## config.mk

```make
export PLATFORM = sky130hd
export DESIGN_NAME = audio_resample_volume_peak_core
export DESIGN_NICKNAME = d
export VERILOG_FILES = /design/src/design/arvp_pkg.sv /design/src/design/audio_resample_volume_peak_core.sv
export SDC_FILE = /design/constraint.sdc
export NUM_CORES = 1
export LEC_CHECK = 0
export BUFFER_PORTS_ARGS = -buffer_cell sky130_fd_sc_hd__buf_2
export CELL_PAD_IN_SITES_DETAIL_PLACEMENT = 1
export CELL_PAD_IN_SITES_GLOBAL_PLACEMENT = 1
export CORE_MARGIN = 8
export CORE_UTILIZATION = 45
export DETAILED_ROUTE_END_ITERATION = 10
export MAX_ROUTING_LAYER = met4
export PLACE_DENSITY = 0.74
export SLEW_MARGIN = 20
export SYNTH_ARGS = -nofsm -noshare
export SYNTH_HDL_FRONTEND = slang
export SYNTH_SLANG_ARGS = --single-unit
export TNS_END_PERCENT = 5
```

## constraint.sdc

```tcl
create_clock -name clk -period 7.59 [get_ports clk]
set_clock_uncertainty 0.1 [all_clocks]
set_input_delay 1.1385 -clock clk [delete_from_list [all_inputs] [get_ports clk]]
set_output_delay 1.1385 -clock clk [all_outputs]
set_load 0.1 [all_outputs]
```

## src/design/arvp_pkg.sv

```systemverilog
// Package for the resample / volume / peak core: widths, register indexes,
// sequencer codes and fixed-point constants. No dependencies.
`timescale 1ns / 1ps

package arvp_pkg;

	localparam int SAMPLE_W   = 16;
	localparam int VOL_W      = 7;
	localparam int STEP_W     = 20;
	localparam int RING_CFG_W = 15;
	localparam int INDEX_W    = 14;
	localparam int FRAC_W     = 16;
	localparam int SKIP_W     = 4;
	localparam int CFG_DATA_W = 20;
	localparam int CFG_IDX_W  = 2;

	localparam int MAX_RING_FRAMES = 16384;
	localparam int MAX_OUTS        = 16;

	// Register indexes on the config port.
	localparam logic [CFG_IDX_W-1:0] REG_VOLUME      = 2'd0;
	localparam logic [CFG_IDX_W-1:0] REG_PHASE_STEP  = 2'd1;
	localparam logic [CFG_IDX_W-1:0] REG_RING_FRAMES = 2'd2;

	localparam logic [VOL_W-1:0]      VOLUME_RESET = 7'd80;
	localparam logic [VOL_W-1:0]      VOLUME_MAX   = 7'd100;
	localparam logic [STEP_W-1:0]     STEP_RESET   = 20'd65536;
	localparam logic [RING_CFG_W-1:0] RING_RESET   = 15'(MAX_RING_FRAMES);
	localparam logic [RING_CFG_W-1:0] RING_MIN     = 15'd2;
	localparam logic [RING_CFG_W-1:0] RING_MAX     = 15'(MAX_RING_FRAMES);

	// x / 100 as (x * RECIP) >> RECIP_SHIFT; exact for x < 2^22
	// since (RECIP*100 - 2^29) * x < 2^29.
	localparam int MAG_W       = 22;
	localparam int RECIP_W     = 23;
	localparam int PROD_W      = MAG_W + RECIP_W;
	localparam int RECIP_SHIFT = 29;
	localparam logic [RECIP_W-1:0] RECIP = 23'd5368710;

	// Sequencer codes.
	localparam int ST_W = 3;
	localparam logic [ST_W-1:0] ST_IDLE  = 3'd0;
	localparam logic [ST_W-1:0] ST_MUL_L = 3'd1;
	localparam logic [ST_W-1:0] ST_DIV_L = 3'd2;
	localparam logic [ST_W-1:0] ST_MUL_R = 3'd3;
	localparam logic [ST_W-1:0] ST_DIV_R = 3'd4;
	localparam logic [ST_W-1:0] ST_EMIT  = 3'd5;

	localparam int IN_DATA_W  = 32;
	localparam int IN_USER_W  = 3;
	localparam int OUT_DATA_W = 96;

endpackage

```

## src/design/audio_resample_volume_peak_core.sv

```systemverilog
// Top level of the nearest-neighbour resampler with volume, scope and peaks.
// Depends on arvp_pkg.
`timescale 1ns / 1ps

// A source frame on the slave stream produces 0..16 output frames on the
// master stream. A frame that makes outputs uses the one shared multiplier
// in turn for left gain, left /100, right gain and right /100, then emits
// its outputs one by one as the master side takes them; the block is not
// ready over that time. A skipped frame or a peak decay tick (tuser bit 0)
// is taken in the idle state and makes no output. A finished output waits
// in the output register; a new frame can be taken while it waits. Config
// writes land at once and are meant for idle periods only. Ring length is
// clamped to 2..16384 in use, volume to 100. The last output of each frame
// carries tlast.
module audio_resample_volume_peak_core (
	input  logic clk,
	input  logic arst_n,
	// config write port
	input  logic                            cfg_we,
	input  logic [arvp_pkg::CFG_IDX_W-1:0]  cfg_index,
	input  logic [arvp_pkg::CFG_DATA_W-1:0] cfg_data,
	// source frames
	input  logic                            s_tvalid,
	output logic                            s_tready,
	input  logic [arvp_pkg::IN_DATA_W-1:0]  s_tdata,  // left_in[15:0], right_in[31:16]
	input  logic [arvp_pkg::IN_USER_W-1:0]  s_tuser,  // func[0], mono[1], frame_start[2]
	// output frames
	output logic                            m_tvalid,
	input  logic                            m_tready,
	output logic [arvp_pkg::OUT_DATA_W-1:0] m_tdata,  // out_left[15:0], out_right[31:16],
	                                                  // ring_index[45:32], scope[61:46],
	                                                  // peak_left[77:62], peak_right[93:78]
	output logic                            m_tlast
);
	import arvp_pkg::*;

	localparam logic [SKIP_W-1:0] LAST_OUT = 4'(MAX_OUTS - 1);

	// config registers
	logic [VOL_W-1:0]      volume_q;
	logic [STEP_W-1:0]     phase_step_q;
	logic [RING_CFG_W-1:0] ring_frames_q;

	// control state
	logic [ST_W-1:0]    state_q;
	logic [FRAC_W-1:0]  frac_q;
	logic [SKIP_W-1:0]  skip_q;
	logic [INDEX_W-1:0] wr_idx_q;
	logic [SAMPLE_W-1:0] peak_l_q, peak_r_q;
	logic [SKIP_W-1:0]  cnt_q;
	logic               out_valid_q;

	// per-frame working registers
	logic [SAMPLE_W-1:0] abs_l_q, abs_r_q;
	logic                neg_l_q, neg_r_q;
	logic [SAMPLE_W-1:0] scope_q;
	logic [MAG_W-1:0]    mag_q;
	logic [SAMPLE_W-1:0] ql_q, qr_q;

	// output register
	logic [OUT_DATA_W-1:0] out_data_q;
	logic                  out_last_q;

	// input fields
	logic signed [SAMPLE_W-1:0] in_l, in_r, src_r;
	logic in_func, in_mono, in_fstart;
	assign in_l      = s_tdata[SAMPLE_W-1:0];
	assign in_r      = s_tdata[2*SAMPLE_W-1:SAMPLE_W];
	assign in_func   = s_tuser[0];
	assign in_mono   = s_tuser[1];
	assign in_fstart = s_tuser[2];
	assign src_r     = in_mono ? in_l : in_r;

	assign s_tready = (state_q == ST_IDLE);
	logic in_xfer;
	assign in_xfer = s_tvalid && s_tready;

	// scope: (l + r) / 2 toward zero, bias negative sums by one before the shift
	logic [SAMPLE_W:0] sum17, sum_adj;
	assign sum17   = {in_l[SAMPLE_W-1], in_l} + {src_r[SAMPLE_W-1], src_r};
	assign sum_adj = sum17 + {{SAMPLE_W{1'b0}}, sum17[SAMPLE_W]};

	// magnitudes (|-32768| fits in 16 unsigned bits)
	logic [SAMPLE_W-1:0] abs_in_l, abs_in_r;
	assign abs_in_l = in_l[SAMPLE_W-1]  ? SAMPLE_W'(-in_l)  : in_l;
	assign abs_in_r = src_r[SAMPLE_W-1] ? SAMPLE_W'(-src_r) : src_r;

	logic [VOL_W-1:0] vol_eff;
	assign vol_eff = (volume_q > VOLUME_MAX) ? VOLUME_MAX : volume_q;

	// shared multiplier
	logic [MAG_W-1:0]   mul_a;
	logic [RECIP_W-1:0] mul_b;
	logic [PROD_W-1:0]  prod;
	logic [SAMPLE_W-1:0] quot;
	always_comb begin
		unique case (state_q)
			ST_MUL_L: begin
				mul_a = MAG_W'(abs_l_q);
				mul_b = RECIP_W'(vol_eff);
			end
			ST_MUL_R: begin
				mul_a = MAG_W'(abs_r_q);
				mul_b = RECIP_W'(vol_eff);
			end
			default: begin
				mul_a = mag_q;
				mul_b = RECIP;
			end
		endcase
	end
	assign prod = PROD_W'(mul_a) * PROD_W'(mul_b);
	assign quot = prod[RECIP_SHIFT+SAMPLE_W-1:RECIP_SHIFT];

	// output step
	logic out_free, emit;
	assign out_free = !out_valid_q || m_tready;
	assign emit     = (state_q == ST_EMIT) && out_free;

	logic [SAMPLE_W-1:0] peak_l_nxt, peak_r_nxt, sl, sr;
	assign peak_l_nxt = (ql_q > peak_l_q) ? ql_q : peak_l_q;
	assign peak_r_nxt = (qr_q > peak_r_q) ? qr_q : peak_r_q;
	assign sl = neg_l_q ? SAMPLE_W'(-ql_q) : ql_q;
	assign sr = neg_r_q ? SAMPLE_W'(-qr_q) : qr_q;

	logic [RING_CFG_W-1:0] ring_len, idx_inc;
	always_comb begin
		priority if (ring_frames_q < RING_MIN)
			ring_len = RING_MIN;
		else if (ring_frames_q > RING_MAX)
			ring_len = RING_MAX;
		else
			ring_len = ring_frames_q;
	end
	assign idx_inc = RING_CFG_W'(wr_idx_q) + 15'd1;

	logic [FRAC_W+4:0] phase_sum;
	logic [4:0]        carry;
	logic              done;
	assign phase_sum = {5'd0, frac_q} + {1'b0, phase_step_q};
	assign carry     = phase_sum[FRAC_W+4:FRAC_W];
	assign done      = (carry != 5'd0) || (cnt_q == LAST_OUT);

	// config writes
	always_ff @(posedge clk or negedge arst_n) begin
		if (!arst_n) begin
			volume_q      <= VOLUME_RESET;
			phase_step_q  <= STEP_RESET;
			ring_frames_q <= RING_RESET;
		end else if (cfg_we) begin
			unique case (cfg_index)
				REG_VOLUME:      volume_q      <= cfg_data[VOL_W-1:0];
				REG_PHASE_STEP:  phase_step_q  <= cfg_data[STEP_W-1:0];
				REG_RING_FRAMES: ring_frames_q <= cfg_data[RING_CFG_W-1:0];
				default: ;
			endcase
		end
	end

	// sequencer and running state
	always_ff @(posedge clk or negedge arst_n) begin
		if (!arst_n) begin
			state_q     <= ST_IDLE;
			frac_q      <= '0;
			skip_q      <= '0;
			wr_idx_q    <= '0;
			peak_l_q    <= '0;
			peak_r_q    <= '0;
			cnt_q       <= '0;
			out_valid_q <= 1'b0;
		end else begin
			if (emit)
				out_valid_q <= 1'b1;
			else if (m_tready)
				out_valid_q <= 1'b0;

			unique case (state_q)
				ST_IDLE: begin
					if (in_xfer) begin
						if (in_func) begin
							// decay tick: drop a quarter of each peak
							peak_l_q <= peak_l_q - (peak_l_q >> 2);
							peak_r_q <= peak_r_q - (peak_r_q >> 2);
						end else if (!in_fstart && skip_q != '0) begin
							skip_q <= skip_q - 4'd1;
						end else begin
							skip_q  <= '0;
							cnt_q   <= '0;
							state_q <= ST_MUL_L;
						end
					end
				end
				ST_MUL_L: state_q <= ST_DIV_L;
				ST_DIV_L: state_q <= ST_MUL_R;
				ST_MUL_R: state_q <= ST_DIV_R;
				ST_DIV_R: state_q <= ST_EMIT;
				ST_EMIT: begin
					if (emit) begin
						peak_l_q <= peak_l_nxt;
						peak_r_q <= peak_r_nxt;
						wr_idx_q <= (idx_inc >= ring_len) ? '0 : idx_inc[INDEX_W-1:0];
						frac_q   <= phase_sum[FRAC_W-1:0];
						cnt_q    <= cnt_q + 4'd1;
						if (carry != 5'd0)
							skip_q <= SKIP_W'(carry - 5'd1);
						if (done)
							state_q <= ST_IDLE;
					end
				end
				default: state_q <= ST_IDLE;
			endcase
		end
	end

	// payload registers
	always_ff @(posedge clk) begin
		if (in_xfer) begin
			abs_l_q <= abs_in_l;
			abs_r_q <= abs_in_r;
			neg_l_q <= in_l[SAMPLE_W-1];
			neg_r_q <= src_r[SAMPLE_W-1];
			scope_q <= sum_adj[SAMPLE_W:1];
		end
		if (state_q == ST_MUL_L || state_q == ST_MUL_R)
			mag_q <= prod[MAG_W-1:0];
		if (state_q == ST_DIV_L)
			ql_q <= quot;
		if (state_q == ST_DIV_R)
			qr_q <= quot;
		if (emit) begin
			out_data_q <= {2'b00, peak_r_nxt, peak_l_nxt, scope_q, wr_idx_q, sr, sl};
			out_last_q <= done;
		end
	end

	assign m_tvalid = out_valid_q;
	assign m_tdata  = out_data_q;
	assign m_tlast  = out_last_q;

endmodule
```

==> impl_metrics.csv <==
group,metric,value,unit
run_status,status,"complete, no violations",
timing,slew_viol_final,0,
setup_path,slowest_delay,620,ps
logic_synthesis,async_flop_share,36.8,%
global_routing,antenna_found_initial,1,
timing,hold_viol,0,
routing,wl_met2,46.8,mm
logic_synthesis,avgSynthCellArea,10.4,µm²
routing,wl_met1,36.7,mm
global_routing,grt_usage,25.0,%
cts,cts_made_buffers,41,
routing,drc,0,
floorplan,die_y,271,µm
setup_path,crit_path_max_fanout,6,
cts,hold_buffers,0,
cts,cts_tree,"yes",
timing,clock.fmax,0.135,GHz
floorplan,die_area,73200,µm²
cts,clkLatencyLatePin,590,ps
logic_synthesis,syn_area,29200,µm²
worst_hold_path,worst_hold_path.endpoint,"m_tdata[57]",
logic_synthesis,synthCells,2813,
timing,setup_violations,0,
routing,drtIter0Drc,1306,
setup_path,r2r_start,"state_q[2]",
routing,via_per_inst,5.53,
floorplan,rows,93,
setup_path,timing.rr.end,"qr_q[15]",
logic_synthesis,yosysUniqueCellTypes,88,
setup_path,crit_type,"reg -> reg",
worst_hold_path,worstHoldStart,"scope_q[11]",
timing,holdWs,321,ps
place,hpwl,71.8,mm
place,io_buffers,158,
setup_path,path_common_cell,"fa_1",
cts,clockBufferDepth,3,
layout,drive_gt1_share,19.7,%
setup_path,required,7790,ps
floorplan,start_util,45.4,%
global_routing,grt_max_degree,86,
timing,setup_tns,0,ps
timing,period_share,97.4,%
logic_synthesis,synth-seq-cells,315,
routing,wl_met3,3.61,mm
setup_path,worst-r2r-setup-slack,200,ps
timing,max_slew_margin,29.4,%
cts,root_buffer,"clkbuf_16",
global_routing,grt_pass1_vias,25300,
routing,firstDrtPassIters,7,
layout,syn_to_final_growth,17.7,%
logic_synthesis,ys.flop_type,"edfxtp_1",
routing,drt-wirelength-per-cell,22.2,µm
routing,dr.max_layer_used,"met4",
setup_path,cp.buffers_inverters,8,
global_routing,gr-total-overflow,0,
cts,clk_pin_slew,60,ps
layout,final_common_cell,"inv_1",
worst_hold_path,min_delay_path_depth,0,
floorplan,die_w,271,µm
logic_synthesis,ys_warn_count,0,
setup_path,setup.worst_path.start_class,"register",
place,gp_congestion,0.961,
timing,worst_slew_pin_slew,1060,ps
flow_run,maxCapViolCount,0,
global_routing,grt_pass1_wl,142,mm
routing,finalWirelength,90.1,mm
layout,final_cell_mix,"412 x inv_1, 316 x ha_1, 253 x fa_1",
cts,h-tree-depth,2,
timing,layout_min_cycle_time,7390,ps
floorplan,io_pins,161,
setup_path,r2r_cells,28,
routing,ant_nets,0,
setup_path,critical_path.top_delay_family,"adder cells",
floorplan,core,64200,µm²
layout,nets,3829,
logic_synthesis,synth_edf_count,199,
worst_hold_path,hold_path.class,"reg -> reg",
setup_path,slowest_stage,"fa_2",
setup_path,worstPathArrival,7600,ps
setup_path,endpoint_kind,"register",
cts,clkSinkCount,315,
routing,num_vias,22400,
logic_synthesis,seq_area_frac_synth,30.5,%
## metal layers
layer / vias up / global-route usage (%)
met1: 11500 / 29.2
met3: 175 / 3.73
met5: - / -
met2: 447 / 43.6
li1: 10300 / -
met4: 0 / 8.55
## flip-flops by register name (all words and copies together), names as in the netlist, 7 cells and up
signal / count
scope_q: 16
phase_step_q: 20
ql_q: 16
peak_r_q: 16
volume_q: 7
abs_l_q: 16
abs_r_q: 16
mag_q: 22
wr_idx_q: 14
frac_q: 16
m_tdata: 94
ring_frames_q: 15
qr_q: 16
peak_l_q: 16
## worst max path at each step
stage	start	end	slack (ps)	cells past startpoint
2_1_floorplan	state_q[2]	ql_q[15]	30	28
3_3_place_gp	state_q[0]	qr_q[15]	-300	24
3_5_place_dp	state_q[2]	qr_q[15]	-440	27
4_1_cts	state_q[2]	qr_q[15]	1	27
5_1_grt	state_q[0]	ql_q[10]	-70	26
6_report	state_q[2]	qr_q[15]	200	28
## worst reg2reg max path: cells and delay by family, from the launching register on
family	cells	cell delay (ps)
compound gates	7	1380
xor+xnor	1	140
fa+ha+maj	8	3800
buf+inv	8	760
flops	1	380
simple gates	4	550
## kinds of logic (layout without fill, tap and decap cells)
logic type | count (synthesis) | count (layout) | share of synthesized area (%)
AOI/OAI and AO/OA | 506 | 506 | 11.5
DFF | 315 | 315 | 30.5
muxes | 93 | 93 | 3.51
other | 2 | 33 | 0.0258
and+or+nand+nor | 644 | 644 | 10.4
xor gates and xnor gates | 153 | 153 | 4.60
adders and majority gates | 604 | 604 | 33.0
buffers and inverters | 496 | 849 | 6.49
## through the flow
stage	setup slack, ps	std cells	area (µm²)	utilization, %
final	197	4052	34300	53.4
after global routing	-69.1	4052	34300	53.4
after CTS	0.955	4037	33700	52.4
after detailed placement	-442	3961	32200	50.1
after global placement	-302	3961	32200	50.1
after floorplan	30.5	2843	29300	-
## Yosys cell counts (7+ instances only)
library cell	number	area, µm²
o22ai_1	17	106
nand4_1	17	106
a211oi_1	17	128
a2bb2oi_1	13	114
nand2_1	252	946
o21ai_0	125	626
nand2b_1	30	188
xnor2_1	107	937
nor3b_1	10	75.1
o311ai_0	7	61.3
o21bai_1	9	67.6
ha_1	328	4100
clkbuf_1	52	195
and2_1	18	113
inv_1	429	1610
a21oi_1	105	526
nor3_1	26	130
a21o_1	54	405
a2111oi_0	7	61.3
o31ai_1	20	150
o21a_1	23	173
nor2_1	153	574
nand3_1	34	170
nor2b_1	28	175
or2_2	10	62.6
mux2_2	73	822
and3_1	24	150
a31oi_1	12	75.1
fa_1	276	5530
o211ai_1	9	67.6
edfxtp_1	199	5980
o221ai_1	9	78.8
mux2i_1	20	200
dfrtp_1	112	2800
xor2_1	46	403
## final cells by class
type | instances | area [µm²]
Timing Repair Buffer | 341 | 2320
Tap cell | 855 | 1070
Fill cell | 7149 | 29900
Sequential cell | 315 | 8880
Clock buffer | 57 | 1180
Antenna cell | 1 | 2.50
Clock inverter | 19 | 168
Multi-Input combinational cell | 2032 | 19100
Inverter | 432 | 1630
## timing repair
item,CTS,global route
buffers inserted,0,9
cloned,0,4
pin swaps,9,77
gates resized for setup,27,125
endpoints found under the setup margin,16,26
Power is left out: the tool's default activity adds up to more than one toggle a clock period on the data nets, which glitch-free logic cannot reach.
